## src/hdl/oaht_pkg.sv

```systemverilog
// Shared types and constants for the open-addressing hash table.
// Used by oaht_store, oaht_ctrl and the top level; depends on nothing.
package oaht_pkg;

    // Default sizing handed down from the top level
    localparam int CAPACITY_DEF   = 256;
    localparam int VALUE_BITS_DEF = 64;

    // Fixed field widths
    localparam int KEY_W    = 32;
    localparam int HASH_W   = 32;
    localparam int LIMIT_W  = 8;
    localparam int USED_W   = 9;
    localparam int PORT_VAL_W = 64;

    localparam logic [LIMIT_W-1:0] LOAD_LIMIT_RST = 8'd192;

    // Request codes
    localparam logic [1:0] REQ_GET = 2'd0;
    localparam logic [1:0] REQ_SET = 2'd1;
    localparam logic [1:0] REQ_DEL = 2'd2;

    // Result status codes
    localparam logic [1:0] ST_OK   = 2'd0;
    localparam logic [1:0] ST_MISS = 2'd1;
    localparam logic [1:0] ST_FULL = 2'd2;
    localparam logic [1:0] ST_NULL = 2'd3;

    // Slot store access controls
    typedef struct packed {
        logic rd;    // read key, tombstone and value at the address
        logic wr;    // write key, tombstone and value at the address
        logic tomb;  // tombstone bit to write
    } t_mem_ctl;

endpackage

```

## src/hdl/oaht_ctrl.sv

```systemverilog
// Probe sequencer: home-slot reduction, slot-by-slot probe, update and result register.
// Depends on oaht_pkg for codes and t_mem_ctl; drives oaht_store.
module oaht_ctrl import oaht_pkg::*; #(
    parameter int CAPACITY   = CAPACITY_DEF,
    parameter int VALUE_BITS = VALUE_BITS_DEF,
    localparam int ADDR_W    = $clog2(CAPACITY)
) (
    input  logic                  i_clk,
    input  logic                  i_rst_n,
    // request
    input  logic                  i_valid,
    output logic                  o_ready,
    input  logic [1:0]            i_req,
    input  logic [KEY_W-1:0]      i_key,
    input  logic [HASH_W-1:0]     i_hash,
    input  logic [VALUE_BITS-1:0] i_val,
    input  logic [LIMIT_W-1:0]    i_load_limit,
    // slot store
    output t_mem_ctl              o_mem,
    output logic [ADDR_W-1:0]     o_addr,
    output logic [KEY_W-1:0]      o_wkey,
    output logic [VALUE_BITS-1:0] o_wval,
    input  logic [KEY_W-1:0]      i_rkey,
    input  logic                  i_rtomb,
    input  logic [VALUE_BITS-1:0] i_rval,
    // result
    output logic                  o_out_valid,
    input  logic                  i_out_ready,
    output logic [1:0]            o_status,
    output logic                  o_is_new,
    output logic [VALUE_BITS-1:0] o_vout
);

    localparam logic [ADDR_W-1:0] LAST_IDX = ADDR_W'(CAPACITY - 1);
    localparam bit                IS_POW2  = ((CAPACITY & (CAPACITY - 1)) == 0);
    // floor(2^32 / CAPACITY): the quotient estimate is at most one short
    localparam logic [HASH_W-1:0] RECIP    = HASH_W'((64'd1 << HASH_W) / 64'(CAPACITY));
    localparam logic [HASH_W-1:0] CAP_H    = HASH_W'(CAPACITY);
    localparam logic [1:0]        STEP_LAST = 2'd2;

    typedef enum logic [2:0] {
        S_CLEAR, S_IDLE, S_HASH, S_READ, S_CHECK, S_WRITE, S_DONE
    } t_state;

    t_state                r_state;
    logic [1:0]            r_req;
    logic [KEY_W-1:0]      r_key;
    logic [VALUE_BITS-1:0] r_val;
    logic [HASH_W-1:0]     r_div;
    logic [2*HASH_W-1:0]   r_prod;
    logic [1:0]            r_step;
    logic [ADDR_W-1:0]     r_idx;
    logic [ADDR_W-1:0]     r_cnt;
    logic                  r_has_tomb;
    logic [ADDR_W-1:0]     r_tomb;
    logic [USED_W-1:0]     r_used;
    logic [ADDR_W-1:0]     r_wr_addr;
    logic [KEY_W-1:0]      r_wr_key;
    logic                  r_wr_tomb;
    logic [VALUE_BITS-1:0] r_wr_val;
    logic [1:0]            r_status;
    logic                  r_is_new;
    logic [VALUE_BITS-1:0] r_vout;
    logic                  r_out_valid;
    logic [1:0]            r_o_status;
    logic                  r_o_is_new;
    logic [VALUE_BITS-1:0] r_o_vout;

    logic [HASH_W-1:0]     c_mul_a;
    logic [HASH_W-1:0]     c_mul_b;
    logic [2*HASH_W-1:0]   c_mul;
    logic [HASH_W-1:0]     c_rem_raw;
    logic [HASH_W-1:0]     c_rem_fix;
    logic                  c_cur_gap;
    logic                  c_cur_tomb;
    logic                  c_cur_hit;
    logic                  c_last;
    logic                  c_stop;
    logic                  c_tomb_any;
    logic [ADDR_W-1:0]     c_tomb_at;
    logic [ADDR_W-1:0]     c_idx_next;
    logic                  c_room;

    // Shared multiplier for hash mod CAPACITY: hash times reciprocal, then
    // quotient estimate times CAPACITY; one compare and subtract finishes it
    always_comb begin
        c_mul_a   = (r_step == 2'd0) ? r_div : r_prod[2*HASH_W-1:HASH_W];
        c_mul_b   = (r_step == 2'd0) ? RECIP : CAP_H;
        c_mul     = {{HASH_W{1'b0}}, c_mul_a} * {{HASH_W{1'b0}}, c_mul_b};
        c_rem_raw = r_div - r_prod[HASH_W-1:0];
        c_rem_fix = (c_rem_raw >= CAP_H) ? (c_rem_raw - CAP_H) : c_rem_raw;
    end

    // Classify the slot just read
    always_comb begin
        c_cur_gap  = (i_rkey == '0) && !i_rtomb;
        c_cur_tomb = (i_rkey == '0) && i_rtomb;
        c_cur_hit  = (i_rkey == r_key);
        c_last     = (r_cnt == LAST_IDX);
        c_stop     = c_cur_gap || c_cur_hit || c_last;
        c_tomb_any = r_has_tomb || c_cur_tomb;
        c_tomb_at  = r_has_tomb ? r_tomb : r_idx;
        c_idx_next = (r_idx == LAST_IDX) ? '0 : r_idx + 1'b1;
        c_room     = ({1'b0, r_used} + 10'd1) <= {2'b00, i_load_limit};
    end

    // Drive the slot store
    always_comb begin
        o_mem  = '0;
        o_addr = r_idx;
        o_wkey = '0;
        o_wval = '0;
        case (r_state)
            S_CLEAR: begin
                o_mem.wr = 1'b1;
            end
            S_READ: begin
                o_mem.rd = 1'b1;
            end
            S_WRITE: begin
                o_mem.wr   = 1'b1;
                o_mem.tomb = r_wr_tomb;
                o_addr     = r_wr_addr;
                o_wkey     = r_wr_key;
                o_wval     = r_wr_val;
            end
            default: begin
                o_mem = '0;
            end
        endcase
    end

    // Sequencer and result register
    always_ff @(posedge i_clk) begin
        if (!i_rst_n) begin
            r_state     <= S_CLEAR;
            r_idx       <= '0;
            r_used      <= '0;
            r_out_valid <= 1'b0;
        end else begin
            if (r_out_valid && i_out_ready && r_state != S_DONE) begin
                r_out_valid <= 1'b0;
            end
            case (r_state)
                // sweep every slot to empty after reset
                S_CLEAR: begin
                    if (r_idx == LAST_IDX) begin
                        r_idx   <= '0;
                        r_state <= S_IDLE;
                    end else begin
                        r_idx <= r_idx + 1'b1;
                    end
                end
                S_IDLE: begin
                    if (i_valid) begin
                        r_req      <= i_req;
                        r_key      <= i_key;
                        r_val      <= i_val;
                        r_div      <= i_hash;
                        r_step     <= '0;
                        r_idx      <= i_hash[ADDR_W-1:0];
                        r_cnt      <= '0;
                        r_has_tomb <= 1'b0;
                        r_is_new   <= 1'b0;
                        r_vout     <= '0;
                        if (i_key == '0) begin
                            r_status <= ST_NULL;
                            r_state  <= S_DONE;
                        end else if (i_req != REQ_GET && i_req != REQ_SET
                                     && i_req != REQ_DEL) begin
                            r_status <= ST_MISS;
                            r_state  <= S_DONE;
                        end else begin
                            r_status <= ST_OK;
                            r_state  <= IS_POW2 ? S_READ : S_HASH;
                        end
                    end
                end
                // reduce the hash in three steps: two on the shared multiplier, then a compare and subtract
                S_HASH: begin
                    r_step <= r_step + 1'b1;
                    if (r_step == STEP_LAST) begin
                        r_idx   <= ADDR_W'(c_rem_fix);
                        r_state <= S_READ;
                    end else begin
                        r_prod <= c_mul;
                    end
                end
                S_READ: begin
                    r_state <= S_CHECK;
                end
                S_CHECK: begin
                    if (!c_stop) begin
                        // advance to the next slot
                        if (c_cur_tomb && !r_has_tomb) begin
                            r_has_tomb <= 1'b1;
                            r_tomb     <= r_idx;
                        end
                        r_idx   <= c_idx_next;
                        r_cnt   <= r_cnt + 1'b1;
                        r_state <= S_READ;
                    end else begin
                        case (r_req)
                            REQ_GET: begin
                                r_state <= S_DONE;
                                if (c_cur_hit) begin
                                    r_vout <= i_rval;
                                end else begin
                                    r_status <= ST_MISS;
                                end
                            end
                            REQ_SET: begin
                                r_wr_key  <= r_key;
                                r_wr_tomb <= 1'b0;
                                r_wr_val  <= r_val;
                                if (c_cur_hit) begin
                                    r_wr_addr <= r_idx;
                                    r_state   <= S_WRITE;
                                end else if (c_tomb_any) begin
                                    r_wr_addr <= c_tomb_at;
                                    r_is_new  <= 1'b1;
                                    r_state   <= S_WRITE;
                                end else if (c_cur_gap && c_room) begin
                                    r_wr_addr <= r_idx;
                                    r_is_new  <= 1'b1;
                                    r_used    <= r_used + 1'b1;
                                    r_state   <= S_WRITE;
                                end else begin
                                    r_status <= ST_FULL;
                                    r_state  <= S_DONE;
                                end
                            end
                            REQ_DEL: begin
                                r_wr_key  <= '0;
                                r_wr_tomb <= 1'b1;
                                r_wr_val  <= '0;
                                r_wr_addr <= r_idx;
                                if (c_cur_hit) begin
                                    r_state <= S_WRITE;
                                end else begin
                                    r_status <= ST_MISS;
                                    r_state  <= S_DONE;
                                end
                            end
                            default: begin
                                r_status <= ST_MISS;
                                r_state  <= S_DONE;
                            end
                        endcase
                    end
                end
                S_WRITE: begin
                    r_state <= S_DONE;
                end
                // hand the result over once the output register is free
                S_DONE: begin
                    if (!r_out_valid || i_out_ready) begin
                        r_out_valid <= 1'b1;
                        r_o_status  <= r_status;
                        r_o_is_new  <= r_is_new;
                        r_o_vout    <= r_vout;
                        r_state     <= S_IDLE;
                    end
                end
                default: begin
                    r_state <= S_IDLE;
                end
            endcase
        end
    end

    assign o_ready     = (r_state == S_IDLE);
    assign o_out_valid = r_out_valid;
    assign o_status    = r_o_status;
    assign o_is_new    = r_o_is_new;
    assign o_vout      = r_o_vout;

endmodule

```

## config.mk

```make
export PLATFORM = sky130hd
export DESIGN_NAME = oaht_ctrl
export DESIGN_NICKNAME = d
export VERILOG_FILES = /design/src/hdl/oaht_pkg.sv /design/src/hdl/oaht_ctrl.sv
export SDC_FILE = /design/constraint.sdc
export NUM_CORES = 1
export LEC_CHECK = 0
export BUFFER_PORTS_ARGS = -buffer_cell sky130_fd_sc_hd__buf_2
export CAP_MARGIN = 20
export CORE_MARGIN = 2
export CORE_UTILIZATION = 55
export CTS_BUF_LIST = sky130_fd_sc_hd__clkbuf_4
export CTS_CLUSTER_SIZE = 8
export DETAILED_ROUTE_END_ITERATION = 6
export PLACE_DENSITY = 0.93
export SLEW_MARGIN = 5
export SYNTH_ARGS = -nofsm -noshare
export SYNTH_HDL_FRONTEND = slang
export SYNTH_SLANG_ARGS = --single-unit
```

## constraint.sdc

```tcl
create_clock -name i_clk -period 10.2 [get_ports i_clk]
set_input_delay 0.51 -clock i_clk [delete_from_list [all_inputs] [get_ports i_clk]]
set_output_delay 0.51 -clock i_clk [all_outputs]
set_load 0.1 [all_outputs]
```

==> flow_summary.json <==
{
  "worstSetupPathType": "register to register",
  "cts_resized": 0,
  "slew_violations": 0,
  "relSlewSlack_pct": 27.5,
  "vdd_ir_drop_max_mv": 0.141,
  "synth_top_family_by_area": "simple AND/OR/NAND/NOR gates",
  "synth_edf_count": 364,
  "max_cap_viol_count": 0,
  "ys_warn_count": 0,
  "rsz0062_at_grt": "false",
  "cts_made_buffers": 94,
  "syn_area_um2": 15600,
  "p_per_area_nw_per_um2": 156,
  "clk_pin_slew_ns": 0.07,
  "clock_latency_ns": 0.74,
  "synth_cells": 1042,
  "leakagePower_nw": 8.64,
  "antenna_found_initial": 2,
  "syn_area_per_cell_um2": 14.9,
  "path_max_fanout": 51,
  "synth_compound_area_share_pct": 3.94,
  "cts_setup_buffers": 0,
  "drive_gt1_share_pct": 36.2,
  "drt.antenna.violating_nets": 0,
  "first_iter_violations": 1046,
  "setup_viol": 0,
  "required_ns": 10.50,
  "finalCritPeriodShare_pct": 37.1,
  "die-area_um2": 29700,
  "htreeDepth": 3,
  "wire_per_inst_um": 22.0,
  "final_cells": 2026,
  "worstSetupStartpointType": "register",
  "fin_skew_ns": 0.0851,
  "fillCellCount": 1684,
  "slowest_delay_ns": 0.68,
  "io_pins": 415,
  "grt_pass1_wl_mm": 65.1,
  "grt_overflow": 0,
  "fin_crit_ns": 3.79,
  "drt_wl_total_mm": 44.6,
  "async_flop_share_pct": 0,
  "synth_fa_ha_area_share_pct": 1.21,
  "initial_core_util_pct": 55.9,
  "vias": 11600,
  "synthToLayoutAreaGrowth_pct": 28.9,
  "synth.distinct_cells": 62,
  "numPortBuffers": 390,
  "fp.dieW_um": 172,
  "synth_flop_cell": "edfxtp_1",
  "fp-row-count": 61,
  "setup-tns-final_ns": 0,
  "cp_cell_sequence": "xor2_1, nor4_1, nand4_1, nor2_1, nor2_1, nor2_4, buf_4, buf_4",
  "core_um2": 27900,
  "grt_pass1_vias": 11900,
  "dp_hpwl_mm": 26.7,
  "fin_nets": 1828,
  "cts.path.max_buffers": 3,
  "root_buffer": "clkbuf_4",
  "cts_sinks": 385,
  "drc": 0,
  "ys_seq_elements": 385,
  "cts_tree": "built",
  "hp-class": "input port to register",
  "synth-seq-area-share_pct": 72.9,
  "multi_input_area_um2": 3950,
  "synth_simple_gate_area_share_pct": 15.8,
  "layout_common_cells": "buf_2 (390), edfxtp_1 (364), and3_1 (170)",
  "tightest_slew_ns": 1.09,
  "viasPerCell": 5.72,
  "final_common_cell": "buf_2",
  "grt_max_degree": 126,
  "worst_setup_path_end_kind": "register",
  "globalplace.congestion": 0.925,
  "ff_latch_area_um2": 11400,
  "yosys.area_share.xor_xnor_pct": 2.59,
  "synthMuxAreaShare_pct": 1.50,
  "crit_path_top_delay_cell": "buf_4",
  "die_h_um": 172,
  "drt-pass1-iter-count": 6,
  "track_usage_pct": 29.3,
  "fmax_ghz": 0.264,
  "reg2reg_slack_ns": 6.41,
  "crit_arrival_ns": 4.09,
  "synth_nets": 1296,
  "hold_viol_final": 0,
  "post-place-cells": 1762,
  "status": "finished, final reports clean"
}
[final cells by class]
class / instances / area share [%]
inverters: 21 / 0.393
diodes: 3 / 0.0374
multi-input cells: 575 / 19.7
well taps: 378 / 2.36
repair buffers: 497 / 14.9
clock buffers: 138 / 5.16
clock inverters: 29 / 0.892
flip-flops and latches: 385 / 56.6
[path summary, 6_finish.rpt]
| check | depth (start not counted) | endpoint | start |
|---|---|---|---|
| setup / recovery | 8 | r_wr_val[57] | r_key[2] |
| hold / removal | 1 | r_key[28] | i_key[28] |
| setup reg to reg | 8 | r_wr_val[57] | r_key[2] |
| hold reg to reg | 0 | o_vout[18] | r_vout[18] |
[Yosys cell counts, types with 2 or more instances]
master / number / area share (%)
a211oi_1: 2 / 0.096
a21o_1: 4 / 0.19
a21oi_1: 20 / 0.64
a221oi_1: 5 / 0.28
a22oi_1: 5 / 0.24
a31oi_1: 3 / 0.12
and3_1: 170 / 6.8
and4_1: 4 / 0.22
and4_4: 2 / 0.14
buf_6: 2 / 0.14
clkbuf_1: 58 / 1.4
dfxtp_1: 21 / 2.7
edfxtp_1: 364 / 70
ha_1: 15 / 1.2
inv_1: 20 / 0.48
mux2_2: 16 / 1.2
mux2i_1: 4 / 0.26
nand2_1: 31 / 0.75
nand2b_1: 2 / 0.080
nand3_1: 12 / 0.39
nand4_1: 6 / 0.24
nor2_1: 29 / 0.70
nor2b_1: 99 / 4.0
nor3_1: 9 / 0.29
nor3b_1: 4 / 0.19
nor4_1: 24 / 0.96
o211a_1: 2 / 0.13
o21a_1: 3 / 0.14
o21ai_0: 15 / 0.48
o31ai_1: 5 / 0.24
o32ai_2: 5 / 0.52
or2_2: 2 / 0.080
or3_1: 2 / 0.080
or4_1: 5 / 0.24
xnor2_1: 8 / 0.45
xor2_1: 38 / 2.1
[state kept, by name, summed over array words and instances, names as in the netlist, 9 cells and up]
| name | flops |
|---|---|
| o_vout | 64 |
| r_key | 32 |
| r_used | 9 |
| r_val | 64 |
| r_vout | 64 |
| r_wr_key | 32 |
| r_wr_val | 64 |
[metal layers]
metal	global-route usage, %	up-vias	wire [µm]
met5	0	-	0
li1	-	5053	-
met2	49.9	910	21800
met4	18.1	0	2730
met3	8.74	205	4890
met1	32.4	5425	15200
[logic make-up after synthesis]
logic type      count (synthesis)
mux                            21
compound gates                 82
flops                         385
buf+inv                        82
fa+ha+maj                      15
xor+xnor                       46
simple gates                  411
[critical path: cells and delay by family (launching register included)]
family,cells,cell delay [ns]
buffers and inverters,2,1.20
DFF,1,0.51
xor gates and xnor gates,1,0.20
and+or+nand+nor,5,1.46
[where the power goes]
group | switching (mW) | total (mW) | internal [mW] | leakage (nW)
Sequential | 0.00209 | 1.71 | 1.71 | 3.60
Clock | 0.637 | 1.31 | 0.673 | 0.727
Combinational | 0.0538 | 0.116 | 0.0619 | 4.31
Total | 0.693 | 3.14 | 2.44 | 8.64
[what timing repair did]
item / CTS / global route
hold buffers: 89 / 5
endpoints found under the setup margin: 0 / 0
endpoints found under the hold margin: 89 / 5
[through the flow]
step / util (%) / power (mW) / hold slack (ns) / worst slack, ns / instance area, µm²
6_report: 72.0 / 3.14 / 0.0540 / 6.41 / 20100
2_1_floorplan: - / 1.77 / 0.400 / 1.38 / 15600
4_1_cts: 71.8 / 3.11 / 0.000518 / 6.44 / 20000
5_1_grt: 72.0 / 3.24 / -0.0134 / 6.23 / 20100
3_5_place_dp: 64.3 / 1.83 / 0.405 / 6.44 / 17900
3_3_place_gp: 64.3 / 1.82 / 0.400 / 6.48 / 17900
No activity file was read; power rests on OpenSTA's default activity.
